<file path="config.mk">
export PLATFORM = sky130hd
export DESIGN_NAME = keyboard_scancode_line_editor_unit_flat
export DESIGN_NICKNAME = d
export VERILOG_FILES = /design/src/sv/kle_pkg.sv /design/src/sv/kle_req_if.sv /design/src/sv/kle_rsp_if.sv /design/src/sv/kle_ctrl.sv /design/src/sv/kle_datapath.sv /design/src/sv/keyboard_scancode_line_editor_unit.sv /design/src/flat_wrapper.sv
export SDC_FILE = /design/constraint.sdc
export NUM_CORES = 1
export LEC_CHECK = 0
export BUFFER_PORTS_ARGS = -buffer_cell sky130_fd_sc_hd__buf_4
export CAP_MARGIN = 20
export CORE_MARGIN = 4
export CORE_UTILIZATION = 30
export CTS_BUF_LIST = sky130_fd_sc_hd__clkbuf_16
export CTS_CLUSTER_DIAMETER = 40
export CTS_CLUSTER_SIZE = 20
export DETAILED_ROUTE_END_ITERATION = 10
export RECOVER_POWER = 25
export SLEW_MARGIN = 25
export SYNTH_ARGS = -nofsm -noshare
export SYNTH_HDL_FRONTEND = slang
export SYNTH_HIERARCHICAL = 1
export SYNTH_SLANG_ARGS = --single-unit
</file>
<file path="constraint.sdc">
create_clock -name clock -period 8 [get_ports clock]
set_clock_uncertainty 0.2 [all_clocks]
set_input_delay 0.4 -clock clock [delete_from_list [all_inputs] [get_ports clock]]
set_output_delay 0.4 -clock clock [all_outputs]
set_load 0.1 [all_outputs]
</file>
<file path="src/sv/kle_pkg.sv">
`default_nettype none

package kle_pkg;

   // Line store size; one slot stays free so a line never exceeds this many results
   localparam int LINE_CAPACITY = 64;
   localparam int LEN_W         = (LINE_CAPACITY > 2) ? $clog2(LINE_CAPACITY) : 1;
   localparam logic [LEN_W-1:0] LEN_LIMIT = LEN_W'(LINE_CAPACITY - 1);

   // Scancode constants (set 1)
   localparam int            KEY_TABLE_LEN  = 58;
   localparam int            KEY_IDX_W      = $clog2(KEY_TABLE_LEN);
   localparam logic [7:0]    SC_LSHIFT      = 8'h2A;
   localparam logic [7:0]    SC_RSHIFT      = 8'h36;
   localparam logic [7:0]    SC_BREAK       = 8'h80;
   localparam logic [6:0]    CH_NEWLINE     = 7'h0A;
   localparam logic [6:0]    CH_BACKSPACE   = 7'h08;
   localparam logic [6:0]    CH_NONE        = 7'h00;

   typedef enum logic [1:0] {
      EV_ECHO  = 2'd0,
      EV_ERASE = 2'd1,
      EV_CHAR  = 2'd2,
      EV_END   = 2'd3
   } kle_event_type;

   typedef enum logic [2:0] {
      KIND_NONE,
      KIND_FLUSH,
      KIND_SHIFT_ON,
      KIND_SHIFT_OFF,
      KIND_CHAR,
      KIND_ERASE,
      KIND_ENTER
   } kle_kind_type;

   typedef enum logic [1:0] {
      ST_IDLE,
      ST_READ,
      ST_EMIT,
      ST_FINISH
   } kle_state_type;

   typedef struct packed {
      logic          clr_len;
      logic          dec_len;
      logic          wr_char;
      logic          set_shift;
      logic          clr_shift;
      logic          start_rd;
      logic          rd_next;
      logic          load_out;
      kle_event_type out_ev;
      logic          out_last;
      logic          idle;
   } kle_cmd_type;

   typedef struct packed {
      kle_kind_type kind;
      logic         len_zero;
      logic         len_full;
      logic         rd_done;
      logic         out_free;
   } kle_status_type;

   localparam logic [6:0] KEYS_PLAIN [KEY_TABLE_LEN] = '{
      7'h00, 7'h1B, 7'h31, 7'h32, 7'h33, 7'h34, 7'h35, 7'h36, 7'h37, 7'h38,
      7'h39, 7'h30, 7'h2D, 7'h3D, 7'h08, 7'h09, 7'h71, 7'h77, 7'h65, 7'h72,
      7'h74, 7'h79, 7'h75, 7'h69, 7'h6F, 7'h70, 7'h5B, 7'h5D, 7'h0A, 7'h00,
      7'h61, 7'h73, 7'h64, 7'h66, 7'h67, 7'h68, 7'h6A, 7'h6B, 7'h6C, 7'h3B,
      7'h27, 7'h60, 7'h00, 7'h5C, 7'h7A, 7'h78, 7'h63, 7'h76, 7'h62, 7'h6E,
      7'h6D, 7'h2C, 7'h2E, 7'h2F, 7'h00, 7'h2A, 7'h00, 7'h20
   };

   localparam logic [6:0] KEYS_SHIFTED [KEY_TABLE_LEN] = '{
      7'h00, 7'h1B, 7'h21, 7'h40, 7'h23, 7'h24, 7'h25, 7'h5E, 7'h26, 7'h2A,
      7'h28, 7'h29, 7'h5F, 7'h2B, 7'h08, 7'h09, 7'h51, 7'h57, 7'h45, 7'h52,
      7'h54, 7'h59, 7'h55, 7'h49, 7'h4F, 7'h50, 7'h7B, 7'h7D, 7'h0A, 7'h00,
      7'h41, 7'h53, 7'h44, 7'h46, 7'h47, 7'h48, 7'h4A, 7'h4B, 7'h4C, 7'h3A,
      7'h22, 7'h7E, 7'h00, 7'h7C, 7'h5A, 7'h58, 7'h43, 7'h56, 7'h42, 7'h4E,
      7'h4D, 7'h3C, 7'h3E, 7'h3F, 7'h00, 7'h2A, 7'h00, 7'h20
   };

endpackage

`default_nettype wire

</file>
<file path="src/sv/kle_req_if.sv">
`default_nettype none

interface kle_req_if;
   logic       valid;
   logic       ready;
   logic       action;
   logic [7:0] scancode;

   modport source (output valid, output action, output scancode, input ready);
   modport sink   (input valid, input action, input scancode, output ready);
endinterface

`default_nettype wire

</file>
<file path="src/sv/kle_rsp_if.sv">
`default_nettype none

interface kle_rsp_if;
   logic       valid;
   logic       ready;
   logic [1:0] event_res;
   logic [6:0] character;
   logic       last;

   modport source (output valid, output event_res, output character, output last,
                   input ready);
   modport sink   (input valid, input event_res, input character, input last,
                   output ready);
endinterface

`default_nettype wire

</file>
<file path="src/sv/kle_ctrl.sv">
`default_nettype none

module kle_ctrl (
   input  wire logic                    clock,
   input  wire logic                    reset,
   input  wire logic                    req_valid,
   output logic                         req_ready,
   input  wire kle_pkg::kle_status_type status,
   output kle_pkg::kle_cmd_type         cmd
);
   import kle_pkg::*;

   kle_state_type state_ff;
   kle_state_type state_in;
   logic          req_fire;

   // State register
   always_ff @(posedge clock) begin
      if (reset) begin
         state_ff <= ST_IDLE;
      end else begin
         state_ff <= state_in;
      end
   end

   // Next state and commands
   always_comb begin
      state_in  = state_ff;
      cmd       = '0;
      cmd.out_ev = EV_ECHO;
      cmd.idle  = (state_ff == ST_IDLE);
      req_ready = 1'b0;
      req_fire  = 1'b0;
      case (state_ff)
         ST_IDLE: begin
            req_ready = status.out_free;
            req_fire  = req_valid && status.out_free;
            if (req_fire) begin
               case (status.kind)
                  KIND_FLUSH: begin
                     cmd.clr_len   = 1'b1;
                     cmd.clr_shift = 1'b1;
                  end
                  KIND_SHIFT_ON:  cmd.set_shift = 1'b1;
                  KIND_SHIFT_OFF: cmd.clr_shift = 1'b1;
                  KIND_CHAR: begin
                     if (!status.len_full) begin
                        cmd.wr_char  = 1'b1;
                        cmd.load_out = 1'b1;
                        cmd.out_ev   = EV_ECHO;
                        cmd.out_last = 1'b1;
                     end
                  end
                  KIND_ERASE: begin
                     if (!status.len_zero) begin
                        cmd.dec_len  = 1'b1;
                        cmd.load_out = 1'b1;
                        cmd.out_ev   = EV_ERASE;
                        cmd.out_last = 1'b1;
                     end
                  end
                  KIND_ENTER: state_in = ST_READ;
                  default: ;
               endcase
            end
         end
         ST_READ: begin
            // Fetch the first stored character, or go straight to the end marker
            if (status.len_zero) begin
               state_in = ST_FINISH;
            end else begin
               cmd.start_rd = 1'b1;
               state_in     = ST_EMIT;
            end
         end
         ST_EMIT: begin
            // Hand out one character and prefetch the next
            if (status.out_free) begin
               cmd.load_out = 1'b1;
               cmd.out_ev   = EV_CHAR;
               if (status.rd_done) begin
                  state_in = ST_FINISH;
               end else begin
                  cmd.rd_next = 1'b1;
               end
            end
         end
         ST_FINISH: begin
            if (status.out_free) begin
               cmd.load_out = 1'b1;
               cmd.out_ev   = EV_END;
               cmd.out_last = 1'b1;
               cmd.clr_len  = 1'b1;
               state_in     = ST_IDLE;
            end
         end
         default: state_in = ST_IDLE;
      endcase
   end

endmodule

`default_nettype wire

</file>
<file path="src/sv/kle_datapath.sv">
`default_nettype none

module kle_datapath (
   input  wire logic                  clock,
   input  wire logic                  reset,
   input  wire logic                  req_action,
   input  wire logic [7:0]            req_scancode,
   input  wire logic                  rsp_ready,
   output logic                       rsp_valid,
   output logic [1:0]                 rsp_event_res,
   output logic [6:0]                 rsp_character,
   output logic                       rsp_last,
   input  wire kle_pkg::kle_cmd_type  cmd,
   output kle_pkg::kle_status_type    status
);
   import kle_pkg::*;

   logic             shift_ff;
   logic             shift_in;
   logic [LEN_W-1:0] len_ff;
   logic [LEN_W-1:0] len_in;
   logic [LEN_W-1:0] rd_ptr_ff;
   logic [LEN_W-1:0] rd_addr;
   logic             rd_en;
   logic [6:0]       rd_data_ff;
   logic [6:0]       line_mem [LINE_CAPACITY];
   logic             rsp_valid_ff;
   logic             rsp_valid_in;
   logic [1:0]       rsp_event_ff;
   logic [6:0]       rsp_char_ff;
   logic [6:0]       out_char;
   logic             rsp_last_ff;
   logic [KEY_IDX_W-1:0] key_idx;
   logic [6:0]       key_char;
   kle_kind_type     kind;

   // Decode the request against the key tables
   assign key_idx  = req_scancode[KEY_IDX_W-1:0];
   assign key_char = shift_ff ? KEYS_SHIFTED[key_idx] : KEYS_PLAIN[key_idx];

   always_comb begin
      if (req_action) begin
         kind = KIND_FLUSH;
      end else if (req_scancode == SC_LSHIFT || req_scancode == SC_RSHIFT) begin
         kind = KIND_SHIFT_ON;
      end else if (req_scancode == (SC_LSHIFT | SC_BREAK) ||
                   req_scancode == (SC_RSHIFT | SC_BREAK)) begin
         kind = KIND_SHIFT_OFF;
      end else if (req_scancode[7]) begin
         kind = KIND_NONE;
      end else if (req_scancode[6:0] >= 7'(KEY_TABLE_LEN)) begin
         kind = KIND_NONE;
      end else if (key_char == CH_NONE) begin
         kind = KIND_NONE;
      end else if (key_char == CH_NEWLINE) begin
         kind = KIND_ENTER;
      end else if (key_char == CH_BACKSPACE) begin
         kind = KIND_ERASE;
      end else begin
         kind = KIND_CHAR;
      end
   end

   // Shift and line length
   always_comb begin
      shift_in = shift_ff;
      if (cmd.set_shift) begin
         shift_in = 1'b1;
      end else if (cmd.clr_shift) begin
         shift_in = 1'b0;
      end
      len_in = len_ff;
      if (cmd.clr_len) begin
         len_in = '0;
      end else if (cmd.dec_len) begin
         len_in = len_ff - 1'b1;
      end else if (cmd.wr_char) begin
         len_in = len_ff + 1'b1;
      end
   end

   always_ff @(posedge clock) begin
      if (reset) begin
         shift_ff <= 1'b0;
         len_ff   <= '0;
      end else begin
         shift_ff <= shift_in;
         len_ff   <= len_in;
      end
   end

   // Line store: write at the tail, read out from the head
   assign rd_en   = cmd.start_rd || cmd.rd_next;
   assign rd_addr = cmd.start_rd ? '0 : rd_ptr_ff;

   always_ff @(posedge clock) begin
      if (cmd.wr_char) begin
         line_mem[len_ff] <= key_char;
      end
      if (rd_en) begin
         rd_data_ff <= line_mem[rd_addr];
         rd_ptr_ff  <= rd_addr + 1'b1;
      end
   end

   // Result register
   always_comb begin
      case (cmd.out_ev)
         EV_ECHO: out_char = key_char;
         EV_CHAR: out_char = rd_data_ff;
         default: out_char = CH_NONE;
      endcase
      rsp_valid_in = cmd.load_out ? 1'b1 : (rsp_ready ? 1'b0 : rsp_valid_ff);
   end

   always_ff @(posedge clock) begin
      if (reset) begin
         rsp_valid_ff <= 1'b0;
      end else begin
         rsp_valid_ff <= rsp_valid_in;
      end
   end

   always_ff @(posedge clock) begin
      if (cmd.load_out) begin
         rsp_event_ff <= cmd.out_ev;
         rsp_char_ff  <= out_char;
         rsp_last_ff  <= cmd.out_last;
      end
   end

   assign rsp_valid     = rsp_valid_ff;
   assign rsp_event_res = rsp_event_ff;
   assign rsp_character = rsp_char_ff;
   assign rsp_last      = rsp_last_ff;

   // Status toward the controller
   assign status.kind     = kind;
   assign status.len_zero = (len_ff == '0);
   assign status.len_full = (len_ff == LEN_LIMIT);
   assign status.rd_done  = (rd_ptr_ff == len_ff);
   assign status.out_free = !rsp_valid_ff || rsp_ready;

endmodule

`default_nettype wire

</file>
<file path="src/sv/keyboard_scancode_line_editor_unit.sv">
// Echo and erase results appear in the cycle after the request is taken; shift,
// flush and ignored codes give no result.
// Enter: ST_READ, read data register, ST_EMIT, result register; then one per cycle
// from the line store read port while the result is not stalled, end marker last.
// Synchronous reset clears shift, line length, controller and result valid;
// the line store is not cleared and needs no clearing pass.
`default_nettype none

module keyboard_scancode_line_editor_unit (
   input  wire logic clock,
   input  wire logic reset,
   kle_req_if.sink   req,
   kle_rsp_if.source rsp
);
   import kle_pkg::*;

   kle_cmd_type    cmd;
   kle_status_type status;

   kle_ctrl u_ctrl (
      .clock     (clock),
      .reset     (reset),
      .req_valid (req.valid),
      .req_ready (req.ready),
      .status    (status),
      .cmd       (cmd)
   );

   kle_datapath u_datapath (
      .clock         (clock),
      .reset         (reset),
      .req_action    (req.action),
      .req_scancode  (req.scancode),
      .rsp_ready     (rsp.ready),
      .rsp_valid     (rsp.valid),
      .rsp_event_res (rsp.event_res),
      .rsp_character (rsp.character),
      .rsp_last      (rsp.last),
      .cmd           (cmd),
      .status        (status)
   );

`ifndef SYNTHESIS
   // No new request while a line is being read out
   a_busy_no_req: assert property (@(posedge clock) disable iff (reset)
      !cmd.idle |-> !req.ready)
      else $error("request accepted during line readout");

   // End marker always closes the item
   a_end_is_last: assert property (@(posedge clock) disable iff (reset)
      rsp.valid && rsp.event_res == EV_END |-> rsp.last)
      else $error("line end without last");

   // Line characters never close the item
   a_char_not_last: assert property (@(posedge clock) disable iff (reset)
      rsp.valid && rsp.event_res == EV_CHAR |-> !rsp.last)
      else $error("line char flagged last");

   // Echo always carries a real character
   a_echo_nonzero: assert property (@(posedge clock) disable iff (reset)
      rsp.valid && rsp.event_res == EV_ECHO |-> rsp.character != CH_NONE && rsp.last)
      else $error("bad echo result");
`endif

endmodule

`default_nettype wire

</file>
<file path="src/flat_wrapper.sv">
// flat-port wrapper written by rule: the top's interface ports become plain ports
module keyboard_scancode_line_editor_unit_flat import kle_pkg::*;
  (clock, reset, req_valid, req_action, req_scancode, req_ready, rsp_valid, rsp_event_res, rsp_character, rsp_last, rsp_ready);
  kle_req_if req_i ();
  kle_rsp_if rsp_i ();
  input  wire logic clock;
  input  wire logic reset;
  input wire logic [$bits(req_i.valid)-1:0] req_valid;
  input wire logic [$bits(req_i.action)-1:0] req_action;
  input wire logic [$bits(req_i.scancode)-1:0] req_scancode;
  output wire logic [$bits(req_i.ready)-1:0] req_ready;
  output wire logic [$bits(rsp_i.valid)-1:0] rsp_valid;
  output wire logic [$bits(rsp_i.event_res)-1:0] rsp_event_res;
  output wire logic [$bits(rsp_i.character)-1:0] rsp_character;
  output wire logic [$bits(rsp_i.last)-1:0] rsp_last;
  input wire logic [$bits(rsp_i.ready)-1:0] rsp_ready;
  assign req_i.valid = req_valid;
  assign req_i.action = req_action;
  assign req_i.scancode = req_scancode;
  assign req_ready = req_i.ready;
  assign rsp_valid = rsp_i.valid;
  assign rsp_event_res = rsp_i.event_res;
  assign rsp_character = rsp_i.character;
  assign rsp_last = rsp_i.last;
  assign rsp_i.ready = rsp_ready;
  keyboard_scancode_line_editor_unit u_core (.clock(clock), .reset(reset), .req(req_i), .rsp(rsp_i));
endmodule
</file>
==> results.cfg, run 1 <==
[outcome]
outcome = finished with violations
violations = max-capacitance violations, max-slew violations

[drt]
drtAntennaViolNets = 0
drt-total-wl_um = 49800
avgViaCountPerCell = 5.13
drcViolationCount = 0
firstDrtPassIters = 5
drt_iter0_markers = 1226
vias = 12300
wl_per_cell_um = 20.7

[place]
portBuffers = 24
post-dp-hpwl_um = 30900
gp_congestion = 0.853

[synth]
seq_area_frac_synth = 0.677
synth_compound_area_frac = 0.0727
synth_edf_count = 471
synthDistinctLibCells = 70
netlist_area_um2 = 21200
synth_top_family_by_area = multiplexers
yosysWarnings = 6
synthFlopType = edfxtp_1
muxShareOfSynthArea = 0.108
postSynthAreaPerCell_um2 = 15.2
ys_async_sr_fraction = 0
syn-num-nets = 1434
synth_simple_gate_area_frac = 0.0840
synthCells = 1397
synth-seq-cells = 481
synth_xor_area_frac = 0.00662
synthAdderAreaFrac = 0.0145

[floorplan]
core_area_um2 = 70000
design.die.area_um2 = 74900
rows = 97
io_pins = 25
die_h_um = 274
die_w_um = 274
initial_core_util = 0.302

[pwr]
leakage_nw = 7.93
combPwrFrac = 0.057
clkPwrFrac = 0.462
p_sw_frac = 0.232
switching_power_mw = 1.37
powerDensity_nw_per_um2 = 244
power.internal_mw = 4.53
pwr-share-seq = 0.480
peakVddDrop_mv = 0.156

[sta]
tightest_slew_ns = 1.62
finalSetupTns_ns = 0
slew_headroom = -0.0848
whs_ns = 0.0681
slew_viol_final = 30
finalCritPeriodShare = 0.781
fmax_mhz = 160
hold_violations = 0
min_period_ns = 6.24
rsz0062_at_grt = no
setup_violations = 0

[clocking]
post_cts_buffers = 0
cts_resized = 0
clock-sinks = 481
cts.clk_slew.worst_paths_ns = 0.06
clk_latency_ns = 0.61
cts_root_buffer = clkbuf_16
htree_levels = 2
numCtsBuffers = 60
clockBufferDepth = 3
tritoncts = built

[finish]
num-fill-cells = 6601
diodes = 0
nets = 1447
areaGrowthSynthToFinish_pct = 14.1
ff_latch_area_um2 = 14300
final_common_cell = edfxtp_1
drive_gt1_frac = 0.131
layout_common_cells = 471 x edfxtp_1, 128 x nor2_1, 120 x nand2_1
multi_input_area_um2 = 6100

[worst_setup_path]
critPathKind = input port to register
cp.arrival_ns = 6.28
required_ns = 8.04
crit_fanout = 29
crit_path_end_kind = register
ff2ff_path_depth = 10
cp-start-kind = input port

[hold_path]
min_path_type = input port to register
whs_path_depth = 5

[global_route]
grt_pass1_vias = 12000
grt.total_usage = 0.130
overflow = 0
antenna_found_initial = 1
met2_usage = 0.206
grt_max_degree = 108
grt_use_met1 = 0.178
grt-busiest-layer = met2
grt_pass1_wl_um = 74500
met3_usage = 0.0324

[job]
max-cap-violations = 1
[area by class of cell]
cell class | instances | share of cell area
sequential | 481 | 0.594
multi-input combinational | 777 | 0.253
clock buffer | 61 | 0.0632
tap | 940 | 0.0487
clock inverter | 52 | 0.0229
timing repair buffer | 42 | 0.0117
inverter | 48 | 0.00746
[metrics by stage]
stage	power [mW]	instances	setup slack (ns)	utilization	instance area, µm²
2_1_floorplan	3.11	1397	1.75	-	21200
3_3_place_gp	3.22	2287	2.19	0.316	22100
3_5_place_dp	3.22	2287	2.17	0.316	22100
4_1_cts	5.95	2401	2.72	0.346	24200
5_1_grt	6.09	2401	1.09	0.345	24200
6_report	5.89	2401	1.76	0.345	24200
[critical path, cell delays in order]
cell and delay, ns:
clkbuf_1 0.57, inv_1 0.34, ha_1 0.47, o21ai_1 0.27
o221ai_1 0.16, o2111ai_1 0.15, nand3_1 1.16, nand3_1 0.37
o22ai_1 0.19, nor3b_1 0.31, and2_1 0.46, nor2b_1 0.32
nand3_1 0.39, nor2_1 0.69
[kinds of logic after synthesis]
family                   after synthesis
buffers and inverters                139
flip-flops                           481
AO/OA/AOI/OAI                        225
AND/OR/NAND/NOR                      384
adder cells (fa/ha/maj)               24
multiplexers                         128
XOR/XNOR                              16
[worst paths after layout]
kind / start / to / slack (ns)
worst min-delay path: req_valid / u_core/u_datapath/shift_ff / 0.07
worst min register to register: u_core/u_ctrl/state_ff[0] / u_core/u_ctrl/state_ff[0] / 0.31
worst max register to register: u_core/u_datapath/shift_ff / u_core/u_datapath/line_mem[43][3] / 2.50
worst max-delay path: req_scancode[1] / u_core/u_datapath/line_mem[43][3] / 1.76
[power groups by stage]
stage                     Clock, mW  Sequential, mW  Combinational, mW
after floorplan                   0            2.90              0.207
after global placement            0            2.88              0.337
after detailed placement          0            2.88              0.341
after CTS                      2.78            2.83              0.342
after global routing           2.89            2.83              0.365
final                          2.73            2.83              0.339
[repair_timing]
item / 4_1_cts / 5_1_grt
endpoints found under the hold margin: 10 / 0
setup endpoints to repair: 0 / 0
hold buffers: 1 / 0
[metal layers]
layer | routed length [µm] | vias up | share of wire
met5 | 0 | - | 0
met4 | 1340 | 0 | 0.027
met3 | 4050 | 95 | 0.081
met2 | 22900 | 517 | 0.46
met1 | 21500 | 6240 | 0.43
li1 | - | 5471 | -
[flip-flops by register name (all words and copies together), names as in the netlist, 2 cells and up]
signal                           count
u_core/u_datapath/len_ff             6
u_core/u_datapath/rsp_character      7
u_core/u_ctrl/state_ff               2
u_core/u_datapath/line_mem         448
u_core/u_datapath/rsp_event_res      2
u_core/u_datapath/rd_ptr_ff          6
u_core/u_datapath/rd_data_ff         7
[cell usage after synthesis (all sizes together), types with 9 or more instances]
cell type / count / area (µm²)
a21oi: 75 / 375
mux2i: 55 / 551
edfxtp: 471 / 14100
and3: 10 / 62.6
o21ai: 18 / 93.8
buf: 71 / 519
nand2b: 27 / 169
o22ai: 13 / 81.3
clkbuf: 20 / 78.8
nand3: 37 / 185
nand2: 120 / 450
nand3b: 10 / 87.6
inv: 48 / 180
a31oi: 11 / 68.8
mux4: 72 / 1730
o221ai: 29 / 254
ha: 23 / 288
nor2b: 15 / 101
a2111oi: 9 / 78.8
a211oi: 12 / 90.1
dfxtp: 10 / 200
nor2: 129 / 487
a311oi: 9 / 78.8
(Power assumes the default switching activity.)
==> run 2, diff against run 1 <==
Settings changed: ABC_AREA set to 1.
Clock period 8 ns to 5.35 ns, I/O delays scaled along.
==> results.cfg, run 2 <==
[outcome]
outcome = finished with violations
violations = max-capacitance violations, max-slew violations

[synth]
seq_area_frac_synth = 0.678
synth_edf_count = 471
synthFlopType = edfxtp_1
syn-num-nets = 1917
synth_top_cell_by_area = edfxtp_1
synth_top_area_frac = 0.669
yosys-top-cells-area = edfxtp_1 67%, nor2_1 6.7%, o21ai_0 5.2%, nand3_1 4.0%, o211ai_1 3.3%
synth_most_common_cell = edfxtp_1
postSynthAreaPerCell_um2 = 11.2
synthCells = 1880
synth-seq-cells = 481
synthDistinctLibCells = 39
ys_async_sr_fraction = 0
netlist_area_um2 = 21100
synth.top_cells.by_count = 471 x edfxtp_1, 377 x nor2_1, 218 x o21ai_0
yosysWarnings = 6

[global_route]
grt.total_usage = 0.151
overflow = 0
antenna_found_initial = 1
grt_pass1_vias = 14800
grt_max_degree = 118
grt_pass1_wl_um = 88000

[sta]
tightest_slew_ns = 2.11
setup_violations = 0
fmax_mhz = 217
min_period_ns = 4.61
hold_violations = 0
whs_ns = 0.0662
rsz0062_at_grt = no
slew_headroom = -0.409
slew_viol_final = 217
finalSetupTns_ns = 0
finalCritPeriodShare = 0.862

[finish]
nets = 1944
multi_input_area_um2 = 5870
final_common_cell = edfxtp_1
areaGrowthSynthToFinish_pct = 15.5
diodes = 0
fin_cells = 2897
regMostFlops = u_core/u_datapath/line_mem
ff_latch_area_um2 = 14300
drive_gt1_frac = 0.0910
layout_common_cells = 471 x edfxtp_1, 375 x nor2_1, 218 x o21ai_0
largest_reg_flops = 448
num-fill-cells = 6918
utilization = 0.349

[drt]
wl_per_cell_um = 19.8
drt-total-wl_um = 57500
drtAntennaViolNets = 0
vias = 14700
drt_iter0_markers = 1864
avgViaCountPerCell = 5.09
drcViolationCount = 0
firstDrtPassIters = 6

[job]
max-cap-violations = 6

[pwr]
leakage_nw = 8.25
powerDensity_nw_per_um2 = 356
peakVddDrop_mv = 0.225
power.total_mw = 8.70

[floorplan]
io_pins = 25
initial_core_util = 0.302
die_w_um = 273
die_h_um = 273
design.die.area_um2 = 74800
rows = 97
core_area_um2 = 69900

[clocking]
numCtsBuffers = 58
cts_root_buffer = clkbuf_16
cts.clk_slew.worst_paths_ns = 0.06
post_cts_buffers = 0
tritoncts = built
clockBufferDepth = 3
clock-sinks = 481
htree_levels = 2
ctsHoldBuffers = 3
cts_resized = 0
clk_latency_ns = 0.60

[worst_setup_path]
regToRegStartpoint = u_core/u_datapath/shift_ff
ff2ff_path_depth = 8
cp.arrival_ns = 4.50
crit_path_end_kind = register
reg2reg_slack_ns = 0.79
reg2reg_to = u_core/u_datapath/line_mem[57][0]
cp-startpoint = req_scancode[1]
required_ns = 5.24
crit_fanout = 43
critPathKind = input port to register
cp-start-kind = input port

[place]
portBuffers = 24
place_inst = 2784
gp_congestion = 0.935
post-dp-hpwl_um = 35700

[hold_path]
hold_end = u_core/u_datapath/shift_ff
min_path_type = input port to register
whs_path_depth = 8
hp-start = req_action
## run 2: cell types whose count changed in the layout (fill, tap and decap cells not counted), sizes merged, moves of 17 or more
| cell | delta |
|---|---|
| inv | +58 |
| nand2b | -27 |
| nor2 | +249 |
| o221ai | -29 |
| mux4 | -72 |
| a21oi | -17 |
| o21bai | +21 |
| mux2i | -55 |
| o21ai | +239 |
| o211ai | +85 |
| nand3 | +131 |
| nand2 | +21 |
| buf | +28 |
## run 2: worst max-delay path by stage
| stage | end | slack, ns | cells after the start |
|---|---|---|---|
| floorplan | u_core/u_datapath/len_ff[5] | 1.28 | 24 |
| global placement | u_core/u_datapath/len_ff[5] | 0.88 | 29 |
| detailed placement | u_core/u_datapath/len_ff[5] | 0.89 | 27 |
| CTS | u_core/u_datapath/rd_data_ff[2] | 1.08 | 17 |
| global route | u_core/u_datapath/line_mem[57][0] | 0.43 | 10 |
| finish | u_core/u_datapath/line_mem[57][0] | 0.74 | 10 |
## run 2: metal layers
layer	global-route usage	wire length (µm)
met4	0.0498	1480
met2	0.249	27200
met5	0	0
met3	0.0290	4220
met1	0.202	24600
## run 2: worst max-delay path, stage by stage
cell and delay (ns):
clkbuf_1 0.44, inv_1 0.36, ha_1 0.43, inv_1 0.06
nand2_1 0.12, nand3_1 0.09, nand4_1 0.11, nand2_1 0.08
nand2_1 0.85, dlymetal6s2s_1 1.64
## run 2: power breakdown
group	internal, mW	switching, mW	leakage [nW]
clock network	2.51	1.65	1.01
logic	0.0493	0.276	2.91
registers	4.22	0.00245	4.32
## run 2: metrics by stage
stage / setup slack (ns) / cell area (µm²)
finish: 0.740 / 24400
global route: 0.431 / 24400
CTS: 1.08 / 24500
detailed placement: 0.885 / 22400
global placement: 0.883 / 22400
floorplan: 1.28 / 21100
## run 2: kinds of logic after synthesis
family,count (synthesis),share of synthesized area
simple gates,713,0.140
flops,481,0.678
compound gates,436,0.118
buf+inv,218,0.0457
fa+ha+maj,24,0.0146
xor+xnor,8,0.00331
## run 2: final cells by class
type                            instances  area share
Inverter                              110      0.0174
Multi-Input combinational cell       1181       0.240
Timing Repair Buffer                   75      0.0218
Clock inverter                         49      0.0229
Tap cell                              940      0.0481
Clock buffer                           61      0.0625
Sequential cell                       481       0.587
